`config.mk`:
```
export PLATFORM = sky130hd
export DESIGN_NAME = gbs_cell
export DESIGN_NICKNAME = d
export VERILOG_FILES = /design/src/sv/gbs_pkg.sv /design/src/sv/gbs_cell.sv
export SDC_FILE = /design/constraint.sdc
export NUM_CORES = 2
export LEC_CHECK = 0
export ABC_AREA = 1
export BUFFER_PORTS_ARGS = -buffer_cell sky130_fd_sc_hd__buf_2
export CORE_ASPECT_RATIO = 0.7
export CORE_MARGIN = 5
export CORE_UTILIZATION = 33
export CTS_CLUSTER_DIAMETER = 100
export DETAILED_ROUTE_END_ITERATION = 10
export MAX_ROUTING_LAYER = met4
export PLACE_DENSITY_LB_ADDON = 0.05
export SLEW_MARGIN = 20
export SYNTH_ARGS = -nofsm -noshare
export SYNTH_HDL_FRONTEND = slang
export SYNTH_SLANG_ARGS = --single-unit
export TNS_END_PERCENT = 50
```
`constraint.sdc`:
```
create_clock -name i_clk -period 23 [get_ports i_clk]
set_clock_uncertainty 0.1 [all_clocks]
set_input_delay 3.45 -clock i_clk [delete_from_list [all_inputs] [get_ports i_clk]]
set_output_delay 3.45 -clock i_clk [all_outputs]
set_load 0.01 [all_outputs]
```
`src/sv/gbs_pkg.sv`:
```
package gbs_pkg;

    localparam int MAX_KEPT_DEF = 64;
    localparam logic [15:0] THR_RESET = 16'd29491;

    // One stored box: 60 bits.
    typedef struct packed {
        logic signed [15:0] left;
        logic signed [15:0] top;
        logic [13:0]        width;
        logic [13:0]        height;
    } t_box;

    // Token that walks the cell row. inter/uni belong to the previous cell's
    // comparison and are only meaningful when pend is set.
    typedef struct packed {
        logic               valid;
        logic               flag;
        logic               pend;
        t_box               box;
        logic [27:0]        area;
        logic [28:0]        inter;
        logic signed [30:0] uni;
    } t_link;

    // Overlap test: union not positive, or inter * 2^16 > thr * union.
    function automatic logic f_exceeds(input logic [28:0] inter,
                                       input logic signed [30:0] uni,
                                       input logic [15:0] thr);
        logic [45:0] lhs;
        logic [45:0] rhs;
        logic        non_pos;
        lhs     = {1'b0, inter, 16'd0};
        rhs     = thr * uni[29:0];
        non_pos = uni[30] || (uni == 31'sd0);
        return non_pos || (lhs > rhs);
    endfunction

endpackage

```
`src/sv/gbs_cell.sv`:
```
module gbs_cell
    import gbs_pkg::*;
(
    input  logic        i_clk,
    input  logic        i_rst_n,
    input  logic [15:0] i_thr,
    input  logic        i_active,
    input  logic        i_wr_en,
    input  t_box        i_wr_box,
    input  logic [27:0] i_wr_area,
    input  t_link       i_link,
    output t_link       o_link
);

    t_box               r_box;
    logic [27:0]        r_area;
    logic               r_valid;
    t_link              r_link;
    t_link              n_link;

    logic signed [17:0] w_ra, w_rb, w_la, w_lb, w_minr, w_maxl, w_dx;
    logic signed [17:0] w_ba, w_bb, w_ta, w_tb, w_minb, w_maxt, w_dy;
    logic [14:0]        w_cx, w_cy;
    logic [29:0]        w_prod;
    logic [28:0]        w_inter;

    // Intersection of the passing box with the box held here.
    always_comb begin
        w_la   = 18'(i_link.box.left);
        w_lb   = 18'(r_box.left);
        w_ra   = w_la + 18'(signed'({1'b0, i_link.box.width}));
        w_rb   = w_lb + 18'(signed'({1'b0, r_box.width}));
        w_minr = (w_ra < w_rb) ? w_ra : w_rb;
        w_maxl = (w_la > w_lb) ? w_la : w_lb;
        w_dx   = w_minr - w_maxl + 18'sd1;

        w_ta   = 18'(i_link.box.top);
        w_tb   = 18'(r_box.top);
        w_ba   = w_ta + 18'(signed'({1'b0, i_link.box.height}));
        w_bb   = w_tb + 18'(signed'({1'b0, r_box.height}));
        w_minb = (w_ba < w_bb) ? w_ba : w_bb;
        w_maxt = (w_ta > w_tb) ? w_ta : w_tb;
        w_dy   = w_minb - w_maxt + 18'sd1;

        // Clamp at zero; a positive extent never exceeds 16384.
        w_cx    = w_dx[17] ? 15'd0 : w_dx[14:0];
        w_cy    = w_dy[17] ? 15'd0 : w_dy[14:0];
        w_prod  = w_cx * w_cy;
        w_inter = w_prod[28:0];
    end

    // Finish the previous cell's test, start our own.
    always_comb begin
        n_link       = i_link;
        n_link.flag  = i_link.flag
                       | (i_link.pend & f_exceeds(i_link.inter, i_link.uni, i_thr));
        n_link.pend  = i_active;
        n_link.inter = w_inter;
        n_link.uni   = $signed({3'b0, i_link.area}) + $signed({3'b0, r_area})
                       - $signed({2'b0, w_inter});
    end

    always_ff @(posedge i_clk) begin
        if (!i_rst_n) begin
            r_valid <= 1'b0;
        end else begin
            r_valid <= i_link.valid;
        end
    end

    always_ff @(posedge i_clk) begin
        r_link <= n_link;
        if (i_wr_en) begin
            r_box  <= i_wr_box;
            r_area <= i_wr_area;
        end
    end

    always_comb begin
        o_link       = r_link;
        o_link.valid = r_valid;
    end

endmodule

```
# Word level (Yosys, flattened, before mapping)
# Index checks and enable logic that the tools add are counted.
[op_classes]
add_sub_neg = 10
n_mul = 2
n_reduce_logical = 3
muxes = 6
eq_ne = 0
n_lt_le_gt_ge = 5
n_div = 0
bitwise = 2
n_shift = 0
[ops]
columns = ["cell", "n"]
rows = [
  ["18-bit two-way mux", 4],
  ["16-bit by 15-bit adder with 17-bit output", 4],
  ["45-bit by 46-bit > comparator with 1-bit output", 1],
  ["16-bit by 30-bit multiplier with 46-bit output", 1],
  ["18-bit by 2-bit adder with 18-bit output, second input constant", 2],
  ["18-bit subtractor", 2],
  ["17-bit less-than comparator", 2],
  ["16-bit > comparator", 2],
  ["31-bit logical NOT", 1],
  ["15-bit two-way mux", 2],
  ["29-bit by 29-bit subtractor with 30-bit output", 1],
  ["28-bit by 28-bit adder with 29-bit output", 1],
  ["15-bit by 15-bit multiplier with 29-bit output", 1],
  ["1-bit logical OR", 2],
  ["1-bit AND", 1],
  ["1-bit bitwise OR", 1],
]
[word_totals]
mem_bits_ro = 0
out_inout_bits = 151
regBits = 238
latch_bits = 0
elab_cells = 43
ram_bits = 0
memories = 0

# Logic depth before layout (Yosys ltp)
[depth]
word_depth = 8
ltp_mapped = 83

# Worst setup path after synthesis
# Ideal clock, no wire load.
[synth_path]
path_type = "input to register"
startpoint = "input port i_link[88] (netlist name)"
endpoint = "register r_link (netlist bit o_link[28])"
path_stages = 74
n_path_buf = 3
path_slack_ps = 7613
setup_ps = 72
t_arrival_ps = 15216
t_required_ps = 22828
cell_sequence = "ha_1 inv_1 fa_1 inv_1 a21oi_1 o21ai_2 nand3_1 nand3_1 nand3_1 nand2_1 a21oi_1 ha_1 inv_1 nor3_1 a211oi_1 nand3_2 buf_6 nand3_2 [... 38 more ...] o21ai_0 nand3_1 nand2_1 xor2_1 fa_1 inv_1 ha_1 nand2_1 nor2_1 nand4_1 nor4_1 nand2_1 o211ai_1 nand2_1 nand2_1 nand2_1 nand2_1 xor2_1"
[synth_rtl]
columns = ["element", "line_no", "source"]
rows = [
  ["start: declaration", "gbs_cell.sv:11", "input t_link i_link,"],
  ["end signal: assignment", "gbs_cell.sv:72", "r_link <= n_link;"],
  ["end: declaration", "gbs_cell.sv:18", "t_link r_link;"],
]

==> summary.md <==
For the pin with the worst max-slew slack, the measured transition is 1.18 ns. For the initial antenna violation count, the log shows 13. The die is 295 um tall.

The x dimension of the die is 417 um. The maximum operating frequency came out at 57.4 MHz. The worst pin sits at a relative slew slack of 21.1%.

The capturing element type of the critical path was a register. The slowest stage of the critical path belongs to the cell sky130_fd_sc_hd__nor2_1. Synthesis produced a netlist with a net count of 5991.

After clock tree synthesis, the clock-pin slew on the worst setup and hold paths is 0.06 ns. For this run, the register share of the synthesized area comes to 14.8%. The filler cell count in the final layout came out at 12254.

The area growth from synthesis to final layout was 11.4%. For the insertion delay to the later sink of the worst-skew pair, the log shows 0.58 ns. Of all nets on the critical path, the largest fanout is 16. The type of element launching the critical path was an input pin. Clock tree synthesis inserted a total of 28 buffers. The run gives 0 as the max-capacitance violation count.

The parity-gate share of the synthesized area counting xor and xnor cells came out at 3.64%. Row generation in the floorplan step produced 104 rows. The count of final max-slew check failures is 0. The total I/O pin count is 410. Along the worst hold path, the cell count comes to 3. For this design, the sink count on the clock tree is 238. For the cell count after synthesis, the log shows 4691.

The floorplan step defined a core boundary enclosing 0.115 mm^2. The count of nets left with antenna violations once routing finished came out at 0. The average wire per standard cell is 18.2 um, and the final layout net count is 6296.

The final RePlAce weighted congestion was 0.868. The number of enable-type register cells in the synthesized netlist was 88; the via count of the first global-routing pass was 32225. Path type of the worst setup path: in -> reg. Entering global routing, the biggest net connects 55 pins. After layout, the minimum clock period comes to 17.43 ns. The logs give 1 for the total number of H-tree levels and 0 for the number of warnings printed during yosys synthesis.

For the final routed database, the setup TNS stands at 0 ns. The synthesized netlist devotes 45.6% of its cell area to adder and majority cells. For the worst setup path, the data arrival time is 17.82 ns. The pre-antenna-repair detailed-routing pass consisted of 6 iterations. The logs give 0 for the final hold violation count and 30384 for the via count. In this run, post-CTS repair resized a total of 0 instances. The worst register-to-register path begins at r_box[46]$_DFFE_PP_. For this run, the slowest stage of the critical path takes 0.88 ns.

For this run, asynchronously set or reset flops after synthesis account for 0%. Combinational family with the most area after synthesis: adder cells. The number of different library cells in the post-synthesis netlist was 58; the fraction of the cycle the final worst path needs was 75.8%. The overall die area is 0.123 mm^2. At the worst endpoint, the required time is 23.39 ns. The global-route wire length before repair is 190000 um. The path category of the worst min-delay check was reg -> reg.

Of the post-synthesis cell area, the part taken by muxes is 0%. In the routed layout, each cell is associated on average with a via count of 4.63. TritonCTS built the clock tree.

Global routing finished with a remaining overflow of 0. The register bit total from synthesis came out at 238. The routed design has 119000 um of wire. The run gives 0 as the number of hold buffers added after CTS. The mapped cell area came out at 0.0383 mm^2.

Setup violations remaining at the end of the flow were counted as 0. The tools report the terminating pin of the worst hold path as o_link[4]$_DFF_P_. The worst register-to-register path ends at o_link[28]$_DFF_P_.

Clock tree synthesis selected as its root buffer the cell sky130_fd_sc_hd__clkbuf_16. The longest clock path from root to sink contains 3 buffers. In the synthesized netlist the dominant register cell turns out to be sky130_fd_sc_hd__dfxtp_1. In this run the post-CTS setup repair buffer count came out at 0. The initial utilization of the core area, before any placement, comes to 33.3%. The detailed placement HPWL is 99700 um, and the fraction of layout cells with a size suffix above 1 is 10.4%.

The critical hold path startpoint is r_area[4]$_DFFE_PP_. The number of cell instances on the worst register-to-register path works out to 72. The flow ran to the end, and the final reports show no timing, DRC or antenna violations. The run gives 1729 as the detailed router's first-iteration violation count. The most numerous cell type found on the critical path is sky130_fd_sc_hd__nand2_1. The worst-case register-to-register setup slack is 7.83 ns. The compound-gate portion of the synthesized area came out at 6.65%.

In this run the mean area of a mapped cell was 8.16 um^2. Setup repair after global routing left no endpoint under its margin. After detailed routing, the number of remaining DRC violations is 0.

The simple-gate share of the synthesized area is 17.1%, and the number of buffers inserted by port buffering is 409. Global routing used 20.2% of the available tracks across all layers.
==> Yosys cell counts, drive strengths merged (13+ instances only) <==
library cell | count | share of area [%]
inv | 1075 | 11
nand2 | 1062 | 11
fa | 590 | 31
ha | 451 | 15
nor2 | 290 | 3.1
a21oi | 226 | 3.0
nand3 | 151 | 2.1
dfxtp | 150 | 7.8
o21ai | 123 | 1.7
clkbuf | 113 | 1.1
xor2 | 103 | 2.4
edfxtp | 88 | 6.9
xnor2 | 55 | 1.3
nor3 | 32 | 0.44
buf | 27 | 0.54
a21o | 16 | 0.31
nand3b | 16 | 0.31
nand4 | 16 | 0.28
a31oi | 15 | 0.25
o21a | 14 | 0.27
nor4 | 13 | 0.21
==> cells by family after synthesis <==
kind of cell               Yosys count
and+or+nand+nor                   1588
buffers and inverters             1216
adders and majority gates         1041
AOI/OAI and AO/OA                  450
DFF                                238
xor gates and xnor gates           158
==> state kept, by name, indices dropped and copies added (netlist names) <==
signal and cells:
r_box 60, r_valid 1, o_link 149, r_area 28
==> metrics by stage <==
step	cell area (um^2)	hold slack [ns]	setup slack, ns	utilization, %	instances
CTS	42600	0.706	5.59	37.0	6554
floorplan	38300	0.661	7.61	-	4691
global route	42600	0.788	4.19	37.1	6561
detailed placement	41700	0.703	5.04	36.2	6503
global placement	41700	0.698	5.30	36.2	6503
finish	42600	0.704	5.57	37.1	6561
==> routing by layer <==
metal	vias up	global-route usage, %	wire, um
met5	-	-	0
met4	0	2.34	1320
met3	66	1.77	4740
met2	573	31.6	53400
met1	14837	29.4	59700
li1	14908	-	-
==> worst max path at each step <==
stage                                     to         from  depth (start not counted)  slack, ns
final                     o_link[28]$_DFF_P_  i_link[132]                         68       5.57
after global routing      o_link[28]$_DFF_P_  i_link[132]                         68       4.19
after CTS                 o_link[28]$_DFF_P_  i_link[132]                         68       5.59
after detailed placement  o_link[28]$_DFF_P_  i_link[132]                         68       5.04
after global placement    o_link[28]$_DFF_P_  i_link[116]                         72       5.30
after floorplan           o_link[28]$_DFF_P_   i_link[88]                         74       7.61
==> area by class of cell <==
type                       instances  area, um^2  area share (%)
timing repair buffer             415        2090            4.91
antenna                            7        17.5          0.0411
clock inverter                    11         116           0.273
sequential                       238        5650            13.2
tap                             1537        1920            4.51
clock buffer                      40         830            1.95
multi-input combinational       3237       28000            65.6
inverter                        1076        4040            9.47
==> cell usage in the layout, fill, tap and decap left out, types with 5 or more instances in the layout <==
cell type / instances
sky130_fd_sc_hd__o21a_1: 14
sky130_fd_sc_hd__buf_2: 408
sky130_fd_sc_hd__nand2_2: 8
sky130_fd_sc_hd__nand2_4: 6
sky130_fd_sc_hd__o21bai_1: 9
sky130_fd_sc_hd__clkinv_2: 6
sky130_fd_sc_hd__a21oi_1: 225
sky130_fd_sc_hd__clkbuf_16: 31
sky130_fd_sc_hd__nand3b_1: 16
sky130_fd_sc_hd__buf_4: 7
sky130_fd_sc_hd__nand3_1: 141
sky130_fd_sc_hd__inv_1: 1068
sky130_fd_sc_hd__o21ai_0: 106
sky130_fd_sc_hd__nand4_1: 15
sky130_fd_sc_hd__nand3_2: 10
sky130_fd_sc_hd__nor4_1: 13
sky130_fd_sc_hd__nand2_1: 1048
sky130_fd_sc_hd__o211ai_1: 6
sky130_fd_sc_hd__a211oi_1: 10
sky130_fd_sc_hd__xnor2_1: 55
sky130_fd_sc_hd__inv_2: 7
sky130_fd_sc_hd__dfxtp_1: 150
sky130_fd_sc_hd__ha_1: 451
sky130_fd_sc_hd__nor2_1: 275
sky130_fd_sc_hd__edfxtp_1: 88
sky130_fd_sc_hd__a21o_1: 16
sky130_fd_sc_hd__xor2_1: 102
sky130_fd_sc_hd__diode_2: 7
sky130_fd_sc_hd__o21ai_1: 12
sky130_fd_sc_hd__nor3_1: 30
sky130_fd_sc_hd__nor2_4: 11
sky130_fd_sc_hd__a31oi_1: 15
sky130_fd_sc_hd__o31ai_1: 5
sky130_fd_sc_hd__fa_1: 590
sky130_fd_sc_hd__clkbuf_1: 7
==> worst max-delay path: cells and delay by family <==
kind / cells / cell delay [ns]
adders and majority gates: 15 / 5.78
buffers and inverters: 11 / 1.00
and+or+nand+nor: 29 / 4.72
xor gates and xnor gates: 2 / 0.22
AOI/OAI and AO/OA: 11 / 2.63
Power is not shown: default switching activity piles up to over one toggle a cycle in this logic, so the estimate is an artifact.
